`src/hdl/fspa_pkg.sv`:
```
package fspa_pkg;

    localparam int ADDR_W    = 48;
    localparam int STRIDE_W  = 17;
    localparam int CNT_W     = 11;
    localparam int SIZE_W    = 20;
    localparam int CFG_IDX_W = 2;
    localparam int OFS_W     = STRIDE_W + CNT_W;
    localparam int SLOTS_DEF = 1024;

    localparam logic [CNT_W-1:0] USED_MAX = '1;

    localparam logic [CFG_IDX_W-1:0] CFG_BASE   = 2'd0;
    localparam logic [CFG_IDX_W-1:0] CFG_STRIDE = 2'd1;
    localparam logic [CFG_IDX_W-1:0] CFG_SLOTS  = 2'd2;

    localparam logic [ADDR_W-1:0]   BASE_RST   = 48'd4096;
    localparam logic [STRIDE_W-1:0] STRIDE_RST = 17'd8;
    localparam logic [CNT_W-1:0]    SLOTS_RST  = 11'd0;

    typedef enum logic [1:0] {
        OP_ALLOC   = 2'd0,
        OP_FREE    = 2'd1,
        OP_REBUILD = 2'd2,
        OP_NOP     = 2'd3
    } t_op;

    typedef struct packed {
        t_op               opcode;
        logic [SIZE_W-1:0] request_size;
        logic [ADDR_W-1:0] freed_address;
    } t_req;

    typedef struct packed {
        logic              granted;
        logic [ADDR_W-1:0] slot_address;
        logic [CNT_W-1:0]  used_count;
    } t_rsp;

    typedef struct packed {
        logic load;
        logic mul_go;
        logic rd_link;
        logic alloc_commit;
        logic div_init;
        logic div_step;
        logic free_commit;
        logic rb_step;
        logic rb_finish;
        logic out_load;
    } t_cmd;

    typedef struct packed {
        t_op  op;
        logic alloc_ok;
        logic in_range;
        logic div_last;
        logic rb_empty;
        logic rb_last;
    } t_sts;

endpackage

```
`src/hdl/fspa_ctrl.sv`:
```
module fspa_ctrl
    import fspa_pkg::*;
(
    input  logic i_clk,
    input  logic i_rst_n,
    input  logic i_in_valid,
    output logic o_in_ready,
    output logic o_out_valid,
    input  logic i_out_ready,
    input  t_sts i_sts,
    output t_cmd o_cmd
);

    typedef enum logic [7:0] {
        S_IDLE    = 8'b0000_0001,
        S_DECODE  = 8'b0000_0010,
        S_ALLOC   = 8'b0000_0100,
        S_FCHK    = 8'b0000_1000,
        S_FDIV    = 8'b0001_0000,
        S_FPUSH   = 8'b0010_0000,
        S_REBUILD = 8'b0100_0000,
        S_DONE    = 8'b1000_0000
    } t_state;

    t_state r_state, n_state;
    logic   r_out_valid, n_out_valid;

    always_comb begin
        n_state = r_state;
        o_cmd   = '0;
        unique case (r_state)
            S_IDLE: begin
                if (i_in_valid) begin
                    o_cmd.load = 1'b1;
                    n_state    = S_DECODE;
                end
            end
            S_DECODE: begin
                o_cmd.mul_go = 1'b1;
                unique case (i_sts.op)
                    OP_ALLOC: begin
                        if (i_sts.alloc_ok) begin
                            o_cmd.rd_link = 1'b1;
                            n_state       = S_ALLOC;
                        end else begin
                            n_state = S_DONE;
                        end
                    end
                    OP_FREE: begin
                        n_state = S_FCHK;
                    end
                    OP_REBUILD: begin
                        if (i_sts.rb_empty) begin
                            o_cmd.rb_finish = 1'b1;
                            n_state         = S_DONE;
                        end else begin
                            n_state = S_REBUILD;
                        end
                    end
                    OP_NOP: begin
                        n_state = S_DONE;
                    end
                    default: begin
                        n_state = S_DONE;
                    end
                endcase
            end
            S_ALLOC: begin
                o_cmd.alloc_commit = 1'b1;
                n_state            = S_DONE;
            end
            S_FCHK: begin
                o_cmd.div_init = 1'b1;
                n_state        = i_sts.in_range ? S_FDIV : S_DONE;
            end
            S_FDIV: begin
                o_cmd.div_step = 1'b1;
                if (i_sts.div_last) begin
                    n_state = S_FPUSH;
                end
            end
            S_FPUSH: begin
                o_cmd.free_commit = 1'b1;
                n_state           = S_DONE;
            end
            S_REBUILD: begin
                o_cmd.rb_step = 1'b1;
                if (i_sts.rb_last) begin
                    o_cmd.rb_finish = 1'b1;
                    n_state         = S_DONE;
                end
            end
            S_DONE: begin
                // wait for the output register to free up
                if (!r_out_valid || i_out_ready) begin
                    o_cmd.out_load = 1'b1;
                    n_state        = S_IDLE;
                end
            end
            default: begin
                n_state = S_IDLE;
            end
        endcase
    end

    always_comb begin
        n_out_valid = r_out_valid;
        if (o_cmd.out_load) begin
            n_out_valid = 1'b1;
        end else if (i_out_ready) begin
            n_out_valid = 1'b0;
        end
    end

    always_ff @(posedge i_clk) begin
        if (!i_rst_n) begin
            r_state     <= S_IDLE;
            r_out_valid <= 1'b0;
        end else begin
            r_state     <= n_state;
            r_out_valid <= n_out_valid;
        end
    end

    assign o_in_ready  = r_state == S_IDLE;
    assign o_out_valid = r_out_valid;

`ifndef SYNTHESIS
    a_load_no_overwrite: assert property (@(posedge i_clk) disable iff (!i_rst_n)
        o_cmd.out_load |-> (!r_out_valid || i_out_ready))
        else $error("result register overwritten");

    a_accept_decode: assert property (@(posedge i_clk) disable iff (!i_rst_n)
        (i_in_valid && o_in_ready) |=> (r_state == S_DECODE))
        else $error("accepted request not decoded");

    a_div_to_push: assert property (@(posedge i_clk) disable iff (!i_rst_n)
        (r_state == S_FDIV && i_sts.div_last) |=> (r_state == S_FPUSH))
        else $error("divider did not finish into push");

    a_done_free_slot: assert property (@(posedge i_clk) disable iff (!i_rst_n)
        (r_state == S_DONE && !r_out_valid) |=> (r_state == S_IDLE && r_out_valid))
        else $error("result not posted");
`endif

endmodule

```
`config.mk`:
```
export PLATFORM = sky130hd
export DESIGN_NAME = fspa_ctrl
export DESIGN_NICKNAME = d
export VERILOG_FILES = /design/src/hdl/fspa_pkg.sv /design/src/hdl/fspa_ctrl.sv
export SDC_FILE = /design/constraint.sdc
export NUM_CORES = 1
export LEC_CHECK = 0
export BUFFER_PORTS_ARGS = -buffer_cell sky130_fd_sc_hd__buf_2
export CAP_MARGIN = 10
export CORE_MARGIN = 2
export CORE_UTILIZATION = 30
export DETAILED_ROUTE_END_ITERATION = 8
export GPL_ROUTABILITY_DRIVEN = 0
export GPL_TIMING_DRIVEN = 0
export PLACE_DENSITY_LB_ADDON = 0.12
export SLEW_MARGIN = 20
export SYNTH_ARGS = -nofsm -noshare
export SYNTH_HDL_FRONTEND = slang
export SYNTH_SLANG_ARGS = --single-unit
```
`constraint.sdc`:
```
create_clock -name i_clk -period 2 [get_ports i_clk]
set_clock_uncertainty 0.1 [all_clocks]
set_input_delay 0 -clock i_clk [delete_from_list [all_inputs] [get_ports i_clk]]
set_output_delay 0 -clock i_clk [all_outputs]
set_load 0.01 [all_outputs]
```
**Word-level counts from Yosys, hierarchy flattened**

Cells that the tools add are included.

- Reduce and logical (&&, ||, !) cells: 6
- Eq/ne operators: 15
- Muxes and demuxes: 27

Operators by type and width:

| operator | count |
|---|---|
| two-way mux 8 bit | 7 |
| one-hot mux 8 bit (7 select lines) | 1 |
| one-hot mux 8 bit (4 select lines) | 1 |
| two-way mux 1 bit | 16 |
| equality test 8 x 1 -> 1 bit, second input constant | 1 |
| equality test 8 x 2 -> 1 bit, second input constant | 1 |
| equality test 8 x 3 -> 1 bit, second input constant | 1 |
| equality test 8 x 4 -> 1 bit, second input constant | 1 |
| equality test 8 x 5 -> 1 bit, second input constant | 1 |
| equality test 8 x 6 -> 1 bit, second input constant | 1 |
| equality test 8 x 7 -> 1 bit, second input constant | 1 |
| equality test 8 bit, second input constant | 1 |
| != test 2 bit, second input constant | 4 |
| equality test 2 bit, second input constant | 2 |
| AND reduction 4 bit | 1 |
| equality test 2 x 1 -> 1 bit, second input constant | 1 |
| zero test 2 bit | 1 |
| two-way mux 2 bit | 1 |
| one-hot mux 1 bit (2 select lines) | 1 |
| nonzero test 2 bit | 1 |
| OR reduction 2 bit | 1 |
| zero test 1 bit | 1 |
| logical OR 1 bit | 1 |

- Logic and storage cells: 50
- Register bits after elaboration: 9
- Bits of input ports: 11
- Output and inout port bits: 12

**Logic depth before layout (Yosys ltp)**

Gate-level depths: netlist of the first run.

- Depth in word-level cells: 5
- Gate-level depth with buffers: 6
- Mapped depth without buffers: 5

**Least setup slack after synthesis of the first run**

No wires, ideal clock.

- Kind: register to output
- Start: register r_state[2]
- End: output o_cmd[7] (netlist name)
- Slack: 0.431 ns
- Cell stages (with the launch flop): 5
- Required time: 1.900 ns
- Path buffers: 1
- Arrival: 1.469 ns
- Path through: dfxtp_1 > clkbuf_2 > nor4_4 > nand3_2 > nor4b_1

RTL lines:

| item | line | source |
|---|---|---|
| start: declaration | fspa_ctrl.sv:25 | `t_state r_state, n_state;` |
| start signal: assignment | fspa_ctrl.sv:120 | `r_state <= n_state;` |
| end: declaration | fspa_ctrl.sv:11 | `output t_cmd o_cmd` |

==> results.sh, run 1 <==
export IMPL_reg2reg_slack_ns=0.24
export IMPL_hold_path_depth=3
export IMPL_postLayoutSetupSlackWorst_ns=0.139
export IMPL_layout_drive_gt1_share_pct=33.9
export IMPL_power_density_cell_area_nw_per_um2=551
export IMPL_report_final_slew_viol_count=0
export IMPL_synth_adder_area_share_pct=0
export IMPL_synth_ff_latch_count=9
export IMPL_outcome="completed"
export IMPL_synthesis_instances=77
export IMPL_largest_net_degree_at_the_start_of_global_routing=11
export IMPL_max_slew_worst_pin_slew_ns=0.351
export IMPL_gr_max_usage_layer="met2"
export IMPL_synth_compound_area_share_pct=20.3
export IMPL_synth_cell_area_um2=641
export IMPL_area_growth_synth_to_final_pct=44.5
export IMPL_clock_tree_buffer_depth=2
export IMPL_pre_cts_slack_ns=0.334
export IMPL_timing_reg2reg_worst_path_depth=7
export IMPL_timing_hold_violations_final=0
export IMPL_place_port_buffers=22
export IMPL_worst_hold_startpoint="i_sts[0]"
export IMPL_final_global_route_overflow_total=0
export IMPL_min_delay_path_class="in2reg"
export IMPL_hold_end="r_state[6]"
export IMPL_detail_route_wl_per_cell_um=11.8
export IMPL_fmax_ghz=0.537
export IMPL_die_area_um2=2520
export IMPL_global_route_usage_met1_pct=17.5
export IMPL_max_slew_margin_rel_pct=76.4
export IMPL_grt_antenna_before_repair=0
export IMPL_worstSetupEndpointType="output pin"
export IMPL_regToRegStartpoint="r_state[2]"
export IMPL_die_height_um=50.2
export IMPL_numCtsBuffers=3
export IMPL_detailedRoute_firstPassIterationCount=4
export IMPL_layout_min_cycle_time_ns=1.86
export IMPL_worstSkewPairLatency_ns=0.27
export IMPL_timing_setup_critical_path_class="reg2out"
export IMPL_synth_xor_area_share_pct=1.37
export IMPL_die_width_um=50.2
export IMPL_r2r_end="r_state[7]"
export IMPL_post_route_drc_count=0
export IMPL_synth_warnings=0
export IMPL_cts_htree_levels=1
export IMPL_cts_sinks=9
export IMPL_row_count=16
export IMPL_final_min_period_over_clock_period_pct=93.1
export IMPL_fin_setup_tns_ns=0
export IMPL_final_antenna_net_count=0
export IMPL_synthesis_nets=88
export IMPL_detailedRoute_firstIterationViolations=7
export IMPL_globalRouteMet2Util_pct=18.4
export IMPL_critical_path_peak_fanout=7
export IMPL_cts_reportedPaths_clkPinSlew_ns=0.06
export IMPL_worst_ir_drop_on_vdd_mv=0.335
export IMPL_cts_root_buffer="sky130_fd_sc_hd__clkbuf_4"
export IMPL_main_combinational_cell_family_by_area_after_synthesis="simple AND/OR/NAND/NOR gates"
export IMPL_grt_pass1_vias=538
export IMPL_post_detailed_routing_wire_length_um=1680
export IMPL_startpoint_type="flop"
export IMPL_top_level_ports=23
export IMPL_count_of_inserted_antenna_diode_cells=0
export IMPL_core_area_um2=1980
export IMPL_synth_seq_area_share_pct=28.1
export IMPL_tritoncts="built"
export IMPL_vias=726
export IMPL_globalRouteTotalUtil_pct=12.9
export IMPL_grt_pass1_wl_um=2430
export IMPL_power_leakage_nw=0.409
export IMPL_synth_mux_area_fraction_pct=0
export IMPL_syn_area_per_cell_um2=8.32
export IMPL_grt_util_met3_pct=2.68
export IMPL_num_nets_final=127
export IMPL_timing_max_cap_violations=0
export IMPL_synth_simple_area_share_pct=43.4
export IMPL_critPathRequiredTime_ns=1.90
export IMPL_detailed_place_hpwl_um=1200
export IMPL_grt_setup_unrepaired="no"
export IMPL_yosysUniqueCellTypes=35
export IMPL_initial_utilization_pct=32.3
export IMPL_drt_vias_per_instance=5.11
export IMPL_arrival_time_at_the_worst_endpoint_ns=1.76
export IMPL_total_setup_violations_reported_at_the_end_of_the_flow=0
-- where the power goes --
part           switching, mW  internal, mW  total (mW)
logic                 0.0838        0.0761       0.160
clock network         0.0680        0.0771       0.145
registers             0.0152         0.190       0.205
-- cell usage after synthesis --
master                      count  area share (%)
sky130_fd_sc_hd__o21a_1         1             1.2
sky130_fd_sc_hd__a32o_1         1             1.6
sky130_fd_sc_hd__nand3_1        2             1.6
sky130_fd_sc_hd__nor2b_1        3             2.9
sky130_fd_sc_hd__and3_1         1            0.98
sky130_fd_sc_hd__nor3_1         4             3.1
sky130_fd_sc_hd__o221ai_1       1             1.4
sky130_fd_sc_hd__nand2_1        6             3.5
sky130_fd_sc_hd__o2111ai_1      1             1.4
sky130_fd_sc_hd__inv_1          6             3.5
sky130_fd_sc_hd__or2b_1         1             1.2
sky130_fd_sc_hd__nand3_2        2             3.1
sky130_fd_sc_hd__nor4_1         2             2.0
sky130_fd_sc_hd__buf_4          1             1.2
sky130_fd_sc_hd__xor2_1         1             1.4
sky130_fd_sc_hd__o22ai_2        1             2.0
sky130_fd_sc_hd__clkbuf_2       1            0.78
sky130_fd_sc_hd__clkbuf_1       1            0.59
sky130_fd_sc_hd__nor4b_1        3             4.1
sky130_fd_sc_hd__nor4b_2        1             2.3
sky130_fd_sc_hd__and2_1         1            0.98
sky130_fd_sc_hd__dfxtp_1        9              28
sky130_fd_sc_hd__o31a_1         1             1.4
sky130_fd_sc_hd__o211ai_1       3             3.5
sky130_fd_sc_hd__buf_2          1            0.78
sky130_fd_sc_hd__and4b_1        1             1.6
sky130_fd_sc_hd__nor4_4         1             3.3
sky130_fd_sc_hd__o21ai_0        2             1.6
sky130_fd_sc_hd__nor3b_1        2             2.3
sky130_fd_sc_hd__a21boi_0       2             2.3
sky130_fd_sc_hd__o221a_1        1             1.8
sky130_fd_sc_hd__o2111ai_2      1             2.3
sky130_fd_sc_hd__nor2_1         8             4.7
sky130_fd_sc_hd__nor4bb_1       1             1.6
sky130_fd_sc_hd__nand4b_1       3             4.1
-- kinds of logic (layout without fill, tap and decap cells) --
group                     count (synthesis)  in the layout
buffers and inverters                    10             48
DFF                                       9              9
xor gates and xnor gates                  1              1
and+or+nand+nor                          42             42
AOI/OAI and AO/OA                        15             15
-- flip-flops by register name, indices dropped and copies added (netlist names) --
register / flops
r_state: 8
o_out_valid: 1
-- layer usage --
| layer | part of all wire, % | wire length (µm) |
|---|---|---|
| met1 | 47 | 792 |
| met2 | 47 | 785 |
| met3 | 3.9 | 65 |
| met4 | 2.3 | 38 |
| met5 | 0 | 0 |
-- stage by stage --
step | power (mW) | cells | hold slack, ns | area [µm²] | utilization (%)
global route | 0.544 | 142 | 0.0261 | 926 | 46.7
detailed placement | 0.345 | 126 | 0.170 | 785 | 39.6
finish | 0.510 | 142 | 0.0129 | 926 | 46.7
floorplan | 0.298 | 77 | -0.0496 | 641 | -
CTS | 0.505 | 138 | 0.00524 | 891 | 44.9
global placement | 0.344 | 126 | 0.168 | 785 | 39.6
-- how the worst max path moves through the flow --
stage / start / end / slack (ns) / cells after the start
3_3_place_gp: r_state[5] / r_state[7] / 0.31 / 4
2_1_floorplan: r_state[2] / o_cmd[7] / 0.43 / 4
4_1_cts: r_state[5] / o_cmd[7] / 0.03 / 4
6_report: r_state[2] / o_cmd[7] / 0.14 / 5
5_1_grt: r_state[2] / o_cmd[1] / 0.05 / 6
3_5_place_dp: r_state[2] / r_state[7] / 0.33 / 5
-- cell usage in the layout (no fill, tap or decap), types with 2 or more instances in the layout --
cell type	synthesis	layout
sky130_fd_sc_hd__a21boi_0	2	2
sky130_fd_sc_hd__buf_2	1	23
sky130_fd_sc_hd__buf_4	1	5
sky130_fd_sc_hd__clkbuf_1	1	2
sky130_fd_sc_hd__clkbuf_4	0	3
sky130_fd_sc_hd__dfxtp_1	9	9
sky130_fd_sc_hd__dlygate4sd3_1	0	8
sky130_fd_sc_hd__inv_1	6	6
sky130_fd_sc_hd__nand2_1	6	6
sky130_fd_sc_hd__nand3_1	2	2
sky130_fd_sc_hd__nand3_2	2	2
sky130_fd_sc_hd__nand4b_1	3	3
sky130_fd_sc_hd__nor2_1	8	8
sky130_fd_sc_hd__nor2b_1	3	3
sky130_fd_sc_hd__nor3_1	4	3
sky130_fd_sc_hd__nor3b_1	2	2
sky130_fd_sc_hd__nor4_1	2	2
sky130_fd_sc_hd__nor4b_1	3	3
sky130_fd_sc_hd__o211ai_1	3	3
sky130_fd_sc_hd__o21ai_0	2	2
-- final cells by class --
type	count	area, µm²
inverter	6	22.5
buffer	4	21.3
clock buffer	4	26.3
timing repair buffer	34	220
tap	27	33.8
sequential	9	180
multi-input combinational	58	422
fill	203	1060
-- timing repair --
item	4_1_cts	5_1_grt
hold buffers	8	0
setup buffers	0	4
hold endpoints to repair	9	0
resized for setup	0	1
setup endpoints to repair	0	2
-- worst max-delay path, stage by stage (launching register included) --
cell and delay, ns:
sky130_fd_sc_hd__dfxtp_1 0.30, sky130_fd_sc_hd__clkbuf_2 0.17, sky130_fd_sc_hd__nor4_4 0.40, sky130_fd_sc_hd__nand3_2 0.18
sky130_fd_sc_hd__nor4b_1 0.29, sky130_fd_sc_hd__buf_2 0.17
No activity file was read; power rests on OpenSTA's default activity.
==> inputs of run 2 (changes only) <==
ABC_AREA = 1   (was not set)
==> run 2 against run 1 <==
Sequential share of layout area down 0.58 points; flip-flop and latch count did not move; via count up 2.8%; worst hold slack better by 0.13 ns.
==> results.sh, run 2 <==
export IMPL_num_nets_final=159
export IMPL_worstSkewPairLatency_ns=0.26
export IMPL_arrival_time_at_the_worst_endpoint_ns=1.90
export IMPL_power_combinational_fraction_pct=34.7
export IMPL_detail_route_wl_per_cell_um=9.23
export IMPL_dominantRegCellSynth="sky130_fd_sc_hd__dfxtp_1"
export IMPL_min_delay_path_class="in2reg"
export IMPL_layout_min_cycle_time_ns=1.85
export IMPL_initial_utilization_pct=30.9
export IMPL_synth_area_leader_cell="sky130_fd_sc_hd__dfxtp_1"
export IMPL_synth_most_common_cell="sky130_fd_sc_hd__nand2_1"
export IMPL_max_slew_worst_pin_slew_ns=0.399
export IMPL_power_total_uw=517
export IMPL_grt_antenna_before_repair=0
export IMPL_post_synth_top_area_fraction_pct=27.2
export IMPL_count_of_inserted_antenna_diode_cells=0
export IMPL_synthesis_instances=109
export IMPL_synth_cells_most_frequent="sky130_fd_sc_hd__nand2_1, sky130_fd_sc_hd__inv_1, sky130_fd_sc_hd__nor2_1"
export IMPL_synth_seq_area_share_pct=27.2
export IMPL_detailed_place_hpwl_um=1260
export IMPL_die_height_um=51.0
export IMPL_post_route_drc_count=0
export IMPL_synth_top_area_cells="sky130_fd_sc_hd__dfxtp_1, sky130_fd_sc_hd__nand2_1, sky130_fd_sc_hd__inv_1"
export IMPL_synthesis_nets=120
export IMPL_detailedRoute_firstIterationViolations=6
export IMPL_p_int_uw=340
export IMPL_yosysUniqueCellTypes=21
export IMPL_layout_common_cells="sky130_fd_sc_hd__nand2_1, sky130_fd_sc_hd__inv_1, sky130_fd_sc_hd__buf_2"
export IMPL_synth_xor_area_share_pct=0
export IMPL_synth_mux_area_fraction_pct=0
export IMPL_grt_pass1_wl_um=2770
export IMPL_final_antenna_net_count=0
export IMPL_area_growth_synth_to_final_pct=44.9
export IMPL_post_place_cells=159
export IMPL_layout_drive_gt1_share_pct=30.6
export IMPL_post_cts_setup_buffer_count=0
export IMPL_power_density_cell_area_nw_per_um2=538
export IMPL_placed_area_um2=808
export IMPL_swShare_pct=34.2
export IMPL_drt_vias_per_instance=4.26
export IMPL_cts_reportedPaths_clkPinSlew_ns=0.06
export IMPL_max_reg_flops=8
export IMPL_detailedRoute_firstPassIterationCount=3
export IMPL_cts_htree_levels=1
export IMPL_timing_hold_violations_final=0
export IMPL_fmax_ghz=0.540
export IMPL_row_count=17
export IMPL_synthArstFlopShare_pct=0
export IMPL_grt_pass1_vias=686
export IMPL_tritoncts="built"
export IMPL_main_combinational_cell_family_by_area_after_synthesis="simple AND/OR/NAND/NOR gates"
export IMPL_timing_reg2reg_worst_path_depth=9
export IMPL_synth_adder_area_share_pct=0
export IMPL_timing_max_cap_violations=0
export IMPL_core_area_um2=2150
export IMPL_top_level_ports=23
export IMPL_die_area_um2=2600
export IMPL_clock_tree_buffer_depth=2
export IMPL_max_slew_margin_rel_pct=73.2
export IMPL_hold_path_depth=7
export IMPL_synth_ff_latch_count=9
export IMPL_timing_setup_critical_path_class="reg2reg"
export IMPL_place_port_buffers=22
export IMPL_worst_ir_drop_on_vdd_mv=0.336
export IMPL_grt_setup_unrepaired="no"
export IMPL_synth_cell_area_um2=663
export IMPL_timing_hold_ws_ns=0.143
export IMPL_worstSetupEndpointType="flop"
export IMPL_report_final_slew_viol_count=0
export IMPL_synth_compound_area_share_pct=4.53
export IMPL_power_leakage_nw=0.515
export IMPL_final_standard_cell_count_with_taps_included_and_fillers_excluded=175
export IMPL_vias=746
export IMPL_fillerInstances=232
export IMPL_critPathRequiredTime_ns=2.05
export IMPL_final_min_period_over_clock_period_pct=92.6
export IMPL_die_width_um=51.0
export IMPL_total_setup_violations_reported_at_the_end_of_the_flow=0
export IMPL_post_detailed_routing_wire_length_um=1620
export IMPL_startpoint_type="flop"
export IMPL_finalInstanceArea_um2=961
export IMPL_largest_net_degree_at_the_start_of_global_routing=8
export IMPL_fin_setup_tns_ns=0
export IMPL_final_global_route_overflow_total=0
export IMPL_share_seq_of_total_power_pct=38.0
export IMPL_cts_sinks=9
export IMPL_numCtsBuffers=3
export IMPL_clkPwrFrac_pct=27.3
export IMPL_largest_reg_by_ff_count="r_state"
export IMPL_critical_path_peak_fanout=4
export IMPL_globalRouteTotalUtil_pct=14.2
export IMPL_cts_root_buffer="sky130_fd_sc_hd__clkbuf_4"
export IMPL_total_switching_power_uw=177
export IMPL_synth_simple_area_share_pct=53.6
export IMPL_syn_area_per_cell_um2=6.08
export IMPL_synth_warnings=0
export IMPL_synth_edf_count=0
export IMPL_outcome="completed"
export IMPL_layout_commonest_cell="sky130_fd_sc_hd__nand2_1"
## run 2: final cells by class
cell class	count	area (µm²)	area share [%]
Tap cell	28	35.0	3.65
Timing Repair Buffer	34	230	24.0
Inverter	24	90.1	9.37
Sequential cell	9	181	18.9
Buffer	1	7.51	0.781
Clock buffer	4	26.3	2.73
Multi-Input combinational cell	75	390	40.6
## run 2: routing by layer
layer	track usage (%)	wire length (µm)
met5	0	0
met4	8.11	21
met3	2.92	85
met2	24.5	752
met1	16.2	756
## run 2: path summary, 6_finish.rpt
path	startpoint	end	slack, ns
worst min register to register	o_out_valid	o_out_valid	0.50
worst max register to register	r_state[2]	r_state[0]	0.15
worst max-delay path	r_state[2]	r_state[0]	0.15
worst min-delay path	i_in_valid	r_state[5]	0.14
## run 2: power by group through the flow
stage | registers (mW) | clock network [mW] | logic, mW
after floorplan | 0.200 | 0 | 0.117
after global placement | 0.200 | 0 | 0.162
after detailed placement | 0.201 | 0 | 0.162
after CTS | 0.197 | 0.149 | 0.182
after global routing | 0.197 | 0.163 | 0.202
final | 0.196 | 0.141 | 0.179
## run 2: logic make-up after synthesis
group,count (synthesis)
and+or+nand+nor,70
DFF,9
AOI/OAI and AO/OA,5
buffers and inverters,25
## run 2: critical path, stage by stage (launching register included)
cell and delay, ns:
sky130_fd_sc_hd__dfxtp_1 0.32, sky130_fd_sc_hd__nor2_2 0.15, sky130_fd_sc_hd__nand3_1 0.15, sky130_fd_sc_hd__nor2_4 0.13
sky130_fd_sc_hd__nand2_1 0.08, sky130_fd_sc_hd__nand2_1 0.08, sky130_fd_sc_hd__nor2_2 0.06, sky130_fd_sc_hd__nand2_1 0.06
sky130_fd_sc_hd__nand3_1 0.05, sky130_fd_sc_hd__dlygate4sd3_1 0.55
## run 2: timing repair
action | in CTS | in global routing
resized for setup | 0 | 3
endpoints found under the setup margin | 0 | 1
endpoints found under the hold margin | 8 | 0
hold buffers | 12 | 0
## run 2: per-stage QoR
step / util (%) / setup slack (ns)
floorplan: - / 0.734
global placement: 37.6 / 0.657
detailed placement: 37.6 / 0.683
CTS: 44.4 / 0.117
global route: 44.7 / 0.0110
finish: 44.7 / 0.149
